[src/orld_pkg.sv]
// Types, constants and helper functions of the overwriting ring log drain.
package orld_pkg;

  localparam int SLOT_COUNT = 16;
  localparam int ENTRY_BITS = 32;
  localparam int RESULT_CAP = 16;

  // Slots that can really be used, and the width actually kept per entry.
  localparam int SLOT_LIMIT = (SLOT_COUNT < RESULT_CAP) ? SLOT_COUNT : RESULT_CAP;
  localparam int ENTRY_OUT_W = 32;
  localparam int STORE_W = (ENTRY_BITS < ENTRY_OUT_W) ? ENTRY_BITS : ENTRY_OUT_W;

  localparam int PTR_W = $clog2(SLOT_LIMIT);
  localparam int CNT_W = $clog2(SLOT_LIMIT + 1);
  localparam int CFG_W = 5;
  localparam int SLOT_OUT_W = 4;

  localparam logic [CFG_W-1:0] CFG_RESET = CFG_W'(16);

  typedef enum logic [1:0] {
    OP_APPEND    = 2'd0,
    OP_DRAIN_NEW = 2'd1,
    OP_DRAIN_ALL = 2'd2,
    OP_CLEAR     = 2'd3
  } op_t;

  typedef enum logic [1:0] {
    KIND_APPEND_DONE = 2'd0,
    KIND_DRAINED     = 2'd1,
    KIND_EMPTY       = 2'd2,
    KIND_CLEAR_DONE  = 2'd3
  } kind_t;

  typedef struct packed {
    logic [1:0]  op;
    logic [31:0] entry_value;
  } in_item_t;

  typedef struct packed {
    logic [1:0]            result_kind;
    logic [SLOT_OUT_W-1:0] slot;
    logic [ENTRY_OUT_W-1:0] entry_out;
    logic                  last_of_run;
  } out_item_t;

  // Requests from the sequencer to the entry store.
  typedef struct packed {
    logic               wr_en;
    logic [PTR_W-1:0]   wr_addr;
    logic [STORE_W-1:0] wr_data;
    logic               rd_en;
    logic [PTR_W-1:0]   rd_addr;
    logic               clr;
  } store_req_t;

  // Effective slot count: zero counts as one, large values saturate.
  function automatic logic [CNT_W-1:0] slot_total(input logic [CFG_W-1:0] s);
    if (s == '0) begin
      return CNT_W'(1);
    end else if (s > CFG_W'(SLOT_LIMIT)) begin
      return CNT_W'(SLOT_LIMIT);
    end else begin
      return CNT_W'(s);
    end
  endfunction

  // Next ring position, wrapping at the effective slot count.
  function automatic logic [PTR_W-1:0] ptr_advance(input logic [PTR_W-1:0] p,
                                                   input logic [CNT_W-1:0] n);
    logic [CNT_W-1:0] s;
    s = CNT_W'(p) + CNT_W'(1);
    if (s >= n) begin
      return '0;
    end else begin
      return PTR_W'(s);
    end
  endfunction

endpackage

[src/overwriting_ring_log_drain.sv]
// Append, clear and empty-drain results are valid the cycle after acceptance.
// An accepted drain enters its run state, then shows one entry per cycle unless stalled.
// One append or clear per cycle while the result is free; a drain stalls input until done.
// The drain rate is set by the single read port of the entry store.
// Reset is synchronous: pointers, overrun flag and all entry valid bits clear together,
// so no clearing sweep follows; slots_in_use returns to 16.

// Top level of the overwriting ring log drain.
module overwriting_ring_log_drain import orld_pkg::*; (
  input  logic             clk,
  input  logic             rst,
  input  logic             in_valid,
  output logic             in_stall,
  input  in_item_t         in_data,
  output logic             out_valid,
  input  logic             out_stall,
  output out_item_t        out_data,
  input  logic             cfg_wr_en,
  input  logic [CFG_W-1:0] cfg_wr_data
);

  // The sequencer owns all pointers and the result register. Each input
  // transaction is accepted only while no drain run is in progress and the
  // result register is empty or being taken, so results never overlap.
  store_req_t         store_req;
  logic [STORE_W-1:0] rd_data;

  orld_seq u_seq (
    .clk         (clk),
    .rst         (rst),
    .in_valid    (in_valid),
    .in_stall    (in_stall),
    .in_data     (in_data),
    .out_valid   (out_valid),
    .out_stall   (out_stall),
    .out_data    (out_data),
    .cfg_wr_en   (cfg_wr_en),
    .cfg_wr_data (cfg_wr_data),
    .store_req   (store_req),
    .rd_data     (rd_data)
  );

  // The store holds the entry values. Its read register doubles as the
  // entry field of the result, and it is only reloaded when the result
  // register advances, so a stalled result keeps its payload.
  orld_store u_store (
    .clk     (clk),
    .rst     (rst),
    .req     (store_req),
    .rd_data (rd_data)
  );

endmodule

[src/orld_store.sv]
// Entry store: synchronous RAM with registered read and per-entry valid bits.
module orld_store import orld_pkg::*; (
  input  logic               clk,
  input  logic               rst,
  input  store_req_t         req,
  output logic [STORE_W-1:0] rd_data
);

  logic [STORE_W-1:0] mem [SLOT_LIMIT];
  logic [SLOT_LIMIT-1:0] vld;
  logic [STORE_W-1:0] rdata;
  logic rvld;

  always_ff @(posedge clk) begin
    if (req.wr_en) begin
      mem[req.wr_addr] <= req.wr_data;
    end
    if (req.rd_en) begin
      rdata <= mem[req.rd_addr];
      rvld  <= vld[req.rd_addr];
    end
  end

  // An entry never written since reset or clear reads as zero.
  always_ff @(posedge clk) begin
    if (rst || req.clr) begin
      vld <= '0;
    end else if (req.wr_en) begin
      vld[req.wr_addr] <= 1'b1;
    end
  end

  assign rd_data = rvld ? rdata : '0;

endmodule

[src/orld_seq.sv]
// Sequencer: ring pointers, slot count register, drain runs and result register.
module orld_seq import orld_pkg::*; (
  input  logic               clk,
  input  logic               rst,
  input  logic               in_valid,
  output logic               in_stall,
  input  in_item_t           in_data,
  output logic               out_valid,
  input  logic               out_stall,
  output out_item_t          out_data,
  input  logic               cfg_wr_en,
  input  logic [CFG_W-1:0]   cfg_wr_data,
  output store_req_t         store_req,
  input  logic [STORE_W-1:0] rd_data
);

  typedef enum logic {
    IDLE,
    RUN
  } state_t;

  state_t state;
  logic [CFG_W-1:0] slots_in_use;
  logic [PTR_W-1:0] write_pointer;
  logic [PTR_W-1:0] handled_pointer;
  logic             overrun_flag;
  logic [PTR_W-1:0] cur;
  logic [CNT_W-1:0] cnt;
  kind_t            out_kind;
  logic [PTR_W-1:0] out_slot;
  logic             out_last;

  logic [CNT_W-1:0] n;
  logic [CNT_W-1:0] cfg_n;
  logic [PTR_W-1:0] wp_adv;
  logic             ov_new;
  logic             out_free;
  logic             accept;
  logic             drain_empty;
  logic             res_load;
  op_t              op;

  assign n        = slot_total(slots_in_use);
  assign cfg_n    = slot_total(cfg_wr_data);
  assign wp_adv   = ptr_advance(write_pointer, n);
  assign ov_new   = overrun_flag || (wp_adv == handled_pointer);
  assign out_free = !out_valid || !out_stall;
  assign in_stall = !((state == IDLE) && out_free);
  assign accept   = in_valid && !in_stall;
  assign op       = op_t'(in_data.op);

  // A drain of new entries with nothing unhandled answers with a single empty result.
  assign drain_empty = (write_pointer == handled_pointer) && !overrun_flag;

  // The result register is loaded on this edge.
  assign res_load = (accept && ((op == OP_APPEND) || (op == OP_CLEAR) ||
                                ((op == OP_DRAIN_NEW) && drain_empty))) ||
                    ((state == RUN) && out_free);

  always_comb begin
    store_req.wr_en   = accept && (op == OP_APPEND);
    store_req.wr_addr = write_pointer;
    store_req.wr_data = in_data.entry_value[STORE_W-1:0];
    store_req.rd_en   = (state == RUN) && out_free;
    store_req.rd_addr = cur;
    store_req.clr     = accept && (op == OP_CLEAR);
  end

  always_ff @(posedge clk) begin
    if (rst) begin
      state           <= IDLE;
      out_valid       <= 1'b0;
      slots_in_use    <= CFG_RESET;
      write_pointer   <= '0;
      handled_pointer <= '0;
      overrun_flag    <= 1'b0;
      cur             <= '0;
      cnt             <= '0;
    end else begin
      if (res_load) begin
        out_valid <= 1'b1;
      end else if (!out_stall) begin
        out_valid <= 1'b0;
      end

      // Shrinking the ring pulls pointers beyond the new end back to slot zero.
      if (cfg_wr_en) begin
        slots_in_use <= cfg_wr_data;
        if (CNT_W'(write_pointer) >= cfg_n) begin
          write_pointer <= '0;
        end
        if (CNT_W'(handled_pointer) >= cfg_n) begin
          handled_pointer <= '0;
        end
      end

      case (state)
        IDLE: begin
          if (accept) begin
            case (op)
              OP_APPEND: begin
                write_pointer <= wp_adv;
                overrun_flag  <= ov_new;
                if (ov_new) begin
                  handled_pointer <= wp_adv;
                end
                out_kind  <= KIND_APPEND_DONE;
                out_slot  <= write_pointer;
                out_last  <= 1'b1;
              end
              OP_DRAIN_NEW: begin
                handled_pointer <= write_pointer;
                if (write_pointer > handled_pointer) begin
                  cur   <= handled_pointer;
                  cnt   <= CNT_W'(write_pointer) - CNT_W'(handled_pointer);
                  state <= RUN;
                end else if (drain_empty) begin
                  out_kind  <= KIND_EMPTY;
                  out_slot  <= '0;
                  out_last  <= 1'b1;
                end else begin
                  // Unhandled entries wrap past the end of the ring.
                  cur          <= handled_pointer;
                  cnt          <= (n + CNT_W'(write_pointer)) - CNT_W'(handled_pointer);
                  overrun_flag <= 1'b0;
                  state        <= RUN;
                end
              end
              OP_DRAIN_ALL: begin
                cur   <= write_pointer;
                cnt   <= n;
                state <= RUN;
              end
              OP_CLEAR: begin
                write_pointer   <= '0;
                handled_pointer <= '0;
                overrun_flag    <= 1'b0;
                out_kind        <= KIND_CLEAR_DONE;
                out_slot        <= '0;
                out_last        <= 1'b1;
              end
              default: begin
                state <= IDLE;
              end
            endcase
          end
        end
        RUN: begin
          // The store's read register is loaded on the same edge.
          if (out_free) begin
            out_kind  <= KIND_DRAINED;
            out_slot  <= cur;
            out_last  <= (cnt == CNT_W'(1));
            cur       <= ptr_advance(cur, n);
            cnt       <= cnt - CNT_W'(1);
            if (cnt == CNT_W'(1)) begin
              state <= IDLE;
            end
          end
        end
        default: begin
          state <= IDLE;
        end
      endcase
    end
  end

  always_comb begin
    out_data.result_kind = out_kind;
    out_data.slot        = SLOT_OUT_W'(out_slot);
    out_data.entry_out   = (out_kind == KIND_DRAINED) ? ENTRY_OUT_W'(rd_data) : '0;
    out_data.last_of_run = out_last;
  end

endmodule

[config.mk]
export PLATFORM = sky130hd
export DESIGN_NAME = overwriting_ring_log_drain
export DESIGN_NICKNAME = d
export VERILOG_FILES = /design/src/orld_pkg.sv /design/src/overwriting_ring_log_drain.sv /design/src/orld_store.sv /design/src/orld_seq.sv
export SDC_FILE = /design/constraint.sdc
export NUM_CORES = 1
export LEC_CHECK = 0
export ABC_CLOCK_PERIOD_IN_PS = 4600
export BUFFER_PORTS_ARGS = -buffer_cell sky130_fd_sc_hd__buf_2
export CAP_MARGIN = 0
export CORE_UTILIZATION = 25
export CTS_BUF_LIST = sky130_fd_sc_hd__clkbuf_4
export CTS_CLUSTER_SIZE = 25
export DETAILED_ROUTE_END_ITERATION = 7
export GPL_TIMING_DRIVEN = 0
export PLACE_DENSITY = 0.45
export SYNTH_ARGS = -nofsm -noshare
export SYNTH_HDL_FRONTEND = slang
export SYNTH_SLANG_ARGS = --single-unit
[constraint.sdc]
create_clock -name clk -period 4.6 [get_ports clk]
set_input_delay 0.23 -clock clk [delete_from_list [all_inputs] [get_ports clk]]
set_output_delay 0.23 -clock clk [all_outputs]
set_load 0.01 [all_outputs]
# --- After elaboration in Yosys (flattened, before gate mapping) ---
# Memory sizes are Yosys's and may differ from the RTL's. A register that Yosys moved wholly into a read port is not among the register bits.
# Cells that the tools add are included.
# W data, S select, Z words.
totals:
  n_memories: 1
  word_cells: 146
  out_inout_bits: 41
  in_bits: 44
  ramBits: 512
  register_bits: 49
classes:
  n_eq_ne: 18
  n_reduce_logical: 28
  mux: 67
  n_bitwise: 3
  magnitude_cmp: 10
  addsub: 6
mem_list:
  columns: ["memory", "depth", "word_bits", "rd", "rd_clocked_by_memory_dff", "write_ports", "line", "source"]
  rows:
  - ["u_store.mem", 16, 32, 1, 1, 1, "orld_store.sv:9", "logic [STORE_W-1:0] mem [SLOT_LIMIT];"]
op_table:
  columns: ["cell", "n"]
  rows:
  - ["$mux W4", 19]
  - ["$mux W32", 2]
  - ["$mux W5", 8]
  - ["$pmux W4 S2", 4]
  - ["$pmux W4 S3", 2]
  - ["$pmux W5 S2", 2]
  - ["$mux W1", 17]
  - ["$or A16 B16 Y16", 1]
  - ["$reduce_and A6 Y1", 2]
  - ["$add A4 B1 Y5 const B", 2]
  - ["$ge A4 B5 Y1", 2]
  - ["$ge A5 B5 Y1", 2]
  - ["$gt A5 B5 Y1 const B", 2]
  - ["$logic_not A5 Y1", 2]
  - ["$lt A4 B5 Y1 const B", 2]
  - ["$logic_and A1 B1 Y1", 9]
  - ["$ne A3 B3 Y1 const B", 3]
  - ["$eq A4 B4 Y1", 2]
  - ["$mux W2", 4]
  - ["$ne A4 B4 Y1 const B", 2]
  - ["$pmux W1 S2", 4]
  - ["$logic_or A1 B1 Y1", 6]
  - ["$ne A2 B2 Y1 const B", 3]
  - ["$pmux W2 S3", 1]
  - ["other kinds (22)", 29]

# --- Longest topological paths before layout ---
logic_depth:
  ltp_word: 11
  depth_mapped: 15
  ltp_nobuf: 14

# --- Cells and area by module ---
# Synthesis repeated with hierarchy kept, for this count alone.
hier_totals:
  hier_cells: 1352
  area_unflattened_um2: 24596.1
modules_own_cells:
  columns: ["module", "n_inst", "cells_per_inst", "area_per_inst_um2"]
  rows:
  - ["orld_store", 1, 917, 21139.0]
  - ["orld_seq", 1, 435, 3457.1]

# --- Worst setup path before layout ---
# Ideal clock, no wire load.
synth_path:
  path_type: "register to register"
  startpoint: "reg u_seq.out_valid"
  endpoint: "mem u_store.mem[3][0] in the netlist's numbering, enable pin"
  arrival_time_ps: 3318
  path_stages_with_launch: 5
  setup_slack_ps: 819
  setup_ps: 463
  path_buffers: 0
  synth_period_minus_slack_ps: 3781
  required_ps: 4137
  cell_sequence: "dfxtp_1 a21oi_1 and3_1 nand2_1 nor3_1"
synth_between:
  elab_chain_len: 7
synth_rtl:
  columns: ["element", "line", "source"]
  rows:
  - ["start, declared", "orld_seq.sv:8", "output logic out_valid,"]
  - ["start signal, assigned", "orld_seq.sv:72", "out_valid <= 1'b0;"]
  - ["start signal, assigned", "orld_seq.sv:81", "out_valid <= 1'b1;"]
  - ["start signal, assigned", "orld_seq.sv:83", "out_valid <= 1'b0;"]
  - ["$logic_not A1 Y1", "orld_seq.sv:47", "assign out_free = !out_valid || !out_stall;"]
  - ["$logic_or A1 B1 Y1", "orld_seq.sv:47", null]
  - ["$logic_and A1 B1 Y1", "orld_seq.sv:48", "assign in_stall = !((state == IDLE) && out_free);"]
  - ["$logic_and A1 B1 Y1", "orld_seq.sv:49", "assign accept = in_valid && !in_stall;"]
  - ["$logic_and A1 B1 Y1", "orld_seq.sv:61", "store_req.wr_en = accept && (op == OP_APPEND);"]
  - ["$mux W1", "orld_store.sv:15", "if (req.wr_en) begin"]
  - ["$mux W1 (implied by the code)", "orld_store.sv:16", "mem[req.wr_addr] <= req.wr_data;"]
  - ["end, declared", "orld_store.sv:9", null]
# No other way between the ends.

# --- Worst setup path in the final report ---
layout_path:
  startpoint: "reg u_seq.write_pointer[1]"
  endpoint: "reg u_seq.handled_pointer[3]"
layout_between:
  elab_chain_len: 9
layout_rtl:
  columns: ["element", "line", "source"]
  rows:
  - ["start, declared", "orld_seq.sv:24", "logic [PTR_W-1:0] write_pointer;"]
  - ["start signal, assigned", "orld_seq.sv:102", "write_pointer <= wp_adv;"]
  - ["$add A4 B1 Y5 *", "orld_pkg.sv:71", "s = CNT_W'(p) + CNT_W'(1);"]
  - ["$ge A5 B5 Y1", "orld_pkg.sv:72", "if (s >= n) begin"]
  - ["$mux W4 *", "orld_pkg.sv:72", null]
  - ["$eq A4 B4 Y1", "orld_seq.sv:46", "assign ov_new = overrun_flag || (wp_adv == handled_pointer);"]
  - ["$logic_or A1 B1 Y1", "orld_seq.sv:46", null]
  - ["$mux W4 *", "orld_seq.sv:104", "if (ov_new) begin"]
  - ["$pmux W4 S3 *", "orld_seq.sv:100", "case (op)"]
  - ["$mux W4 *", "orld_seq.sv:99", "if (accept) begin"]
  - ["$mux W4 *", "orld_seq.sv:97", "case (state)"]
  - ["end signal, assigned", "orld_seq.sv:105", "handled_pointer <= wp_adv;"]
  - ["end signal, assigned", "orld_seq.sv:112", "handled_pointer <= write_pointer;"]
  - ["end, declared", "orld_seq.sv:25", "logic [PTR_W-1:0] handled_pointer;"]
# Every way passes the cells marked *; elsewhere a longest branch is shown, timed or not.
# A chain may end at the register's enable or synchronous reset.

==> run metrics <==
worst r2r dst=u_seq.handled_pointer[3]; reg-to-reg slack, setup=0.33 ns; Post-Synth Adder-Cell Area=0.0237; post-layout util=0.310; cell row count=112; Max VDD drop=0.000148 V; Post-synth ARST share=0; post-synthesis cell count=1185; Routed wire per std cell=22.3 um; Syn Nets=1270; hpwl dp=40.4 mm; HP Class=input port to flop; main combinational cell family by area after synthesis=multiplexers; Final Power=11.5 mW; PortBufs=81; vias post-DR=12.9k; CTS Buffer Depth=3; CP dominant cell by count=ha_1; clock-pin transition on the worst setup and hold timing paths=0.07 ns; vias in the first global route=13.8k; I/O pin count=85; Worst Path Required=5.43 ns; number of distinct library cells after synthesis=53; simple-gate share of the synthesized area=0.0339; status=finished clean; CTS root buffer=clkbuf_4; Tightest Pin Transition=1.21 ns; drt pass-1 iters=5; Fillers=9185; Max Cap Viol=0; Synth Cell Area=23800 um^2; vias per inst=4.47; Compound-Gate Fraction of Synth Area=0.0304; GR Util All Layers=0.137; crit path launch type=flop; Critical Path AT=5.11 ns; Clock Skew=0.0671 ns; PD cells=397 nW/um^2; Hold Violations, Final=0; Setup Buffers After CTS=0; Post-synth EDFFs=552; flops & latches, synth=593; final setup vio count=0; core area=93700 um^2; worst path buffer plus inverter count=2; mux cell area share after synthesis=0.161; worst-case reg-to-reg path depth=12; Area after DPL=26400 um^2; period utilization=0.929; DRC violations left=0; gr ovfl total=0; CTS tree=yes; CP Capture Type=flop; routability congestion estimate=0.847; Area Growth Syn to Fin=22.2%; Max Fclk=234 MHz; RSZ-0062 raised after global routing=no; synth warn=0; Die H=310 um; Initial Util=0.254; first-pass GRT wire length=93.7 mm; Worst R2R Start=u_seq.write_pointer[1]; CP max FO=11; Num CTS Buffers=158; WS Path Type=flop to flop; final layout net count=1604; largest stage delay on the critical path=0.71 ns; Max H-tree Level=4; pin count of the biggest net entering global routing=21; post-synthesis xor/xnor area fraction=0.00442; leak pwr=9.40 nW; max-slew violations=0; initial antenna violation count=7; cell family with most CP delay=compound AO/OA/AOI/OAI gates; Crit-path slowest cell=dfxtp_1; sequential element share of the synthesized area=0.732; clock period minus worst slack=4.27 ns; syn_area_per_cell=20.1 um^2; Skew-Pair Late Insertion Delay=0.99 ns; # clock sinks=593; CP cell instances=inv_1 > ha_1 > ha_1 > nand2_1 > o21ai_0 > maj3_2 > a21o_1 > a2111o_1 > a41o_1 > a32oi_1 > o32ai_1 > dlygate4sd3_1; fraction of final layout cells sized beyond drive strength 1=0.344; hold endpoint=u_store.mem[4][16]; drt total wl=64.5 mm; die width=310 um; Rel. slew slack=0.194; First DRT Iteration DRCs=840; Finished Cell Area=29000 um^2; hold_sp=in_data[16]; hold path depth=2; ys flop type=edfxtp_1; die area=96300 um^2; Final ANT Viol Nets=0
[synth_stat cells (7+ instances only)]
library cell  count  area [um^2]
nand2b_1         12         75.1
a21oi_1          25          125
mux2i_1          10          100
nor2_1           47          176
nor2b_1           7         43.8
dfxtp_1          41          821
nor3_1            9         45.0
nand2_1          32          120
ha_1             37          463
buf_1             8         30.0
mux4_2          165         3720
nand3_1           9         45.0
clkbuf_1         41          154
o21a_1           17          128
edfxtp_1        552        16600
and2_1           32          200
inv_1            31          116
o21ai_0          20          100
buf_2             7         35.0
[sequential cells by signal (all words and copies together), names as in the netlist, 2 cells and up]
signal	flops
u_store.mem	512
u_seq.write_pointer	4
u_seq.out_kind	2
u_seq.handled_pointer	4
u_store.rdata	32
u_seq.out_slot	4
u_seq.cur	4
u_seq.cnt	5
u_store.vld	16
u_seq.slots_in_use	5
[worst max-delay path by stage]
stage | slack, ns | cells after the start | end | startpoint
finish | 0.33 | 12 | u_seq.handled_pointer[3] | u_seq.write_pointer[1]
global route | 0.11 | 12 | u_seq.handled_pointer[3] | u_seq.write_pointer[1]
CTS | 0.35 | 12 | u_seq.handled_pointer[3] | u_seq.write_pointer[1]
detailed placement | 0.68 | 5 | u_store.rdata[27] | u_seq.cur[0]
global placement | -3.21 | 3 | u_store.mem[3][11] | u_seq.write_pointer[1]
floorplan | 0.82 | 4 | u_store.mem[3][0] | u_seq.out_valid
[cell families after synthesis]
| group | Yosys count |
|---|---|
| and+or+nand+nor | 162 |
| AOI/OAI and AO/OA | 110 |
| buffers and inverters | 89 |
| xor gates and xnor gates | 12 |
| muxes | 176 |
| adders and majority gates | 43 |
| DFF | 593 |
[area by class of cell]
cell class              count  area (um^2)  share of cell area
flip-flops and latches    593        17400               0.599
multi-input cells         503         6150               0.212
clock buffers             232         1740              0.0600
well taps                1254         1570              0.0540
repair buffers            174         1550              0.0535
clock inverters            39          267             0.00918
plain buffers              58          238             0.00818
inverters                  31          116             0.00401
diodes                      7         17.5            0.000603
[repair_timing]
action / in CTS / in global routing
hold endpoints to repair: 575 / 0
resized for setup: 0 / 0
hold buffers: 60 / 0
[where the power goes]
part | switching, mW | internal [mW] | leakage, nW
Combinational | 0.521 | 0.436 | 2.92
Clock | 2.28 | 2.35 | 1.19
Sequential | 0.0177 | 5.94 | 5.30
Total | 2.81 | 8.73 | 9.40
[metrics by stage]
stage                     std cells  hold WS [ns]  worst slack (ns)  setup TNS, ns
after floorplan                1185         0.329             0.819              0
after global placement         2520         0.441             -3.21        -769.89
after detailed placement       2553         0.453             0.680              0
after CTS                      2884        0.0150             0.354              0
after global routing           2891        0.0451             0.110              0
final                          2891         0.165             0.326              0
[per-layer routing]
| layer | vias up | wire length [um] | global-route usage |
|---|---|---|---|
| met5 | - | 61 | 0 |
| met4 | 10 | 1060 | 0.0438 |
| met3 | 106 | 3790 | 0.0346 |
| met2 | 407 | 30000 | 0.210 |
| met1 | 6775 | 29600 | 0.191 |
| li1 | 5627 | - | - |
[cell usage in the layout, fill, tap and decap left out, drive strengths merged, types with 9 or more instances in the layout]
master       count
nor3             9
ha              37
o21ai           23
a21oi           25
dfxtp           41
nand2b          12
edfxtp         552
mux2i           10
nand2           32
clkbuf         273
buf            131
dlygate4sd3     60
and2            32
nand3           10
o21a            17
clkinv          28
mux4           165
nor2            47
inv             40
Power figures use the tool's default switching activity.
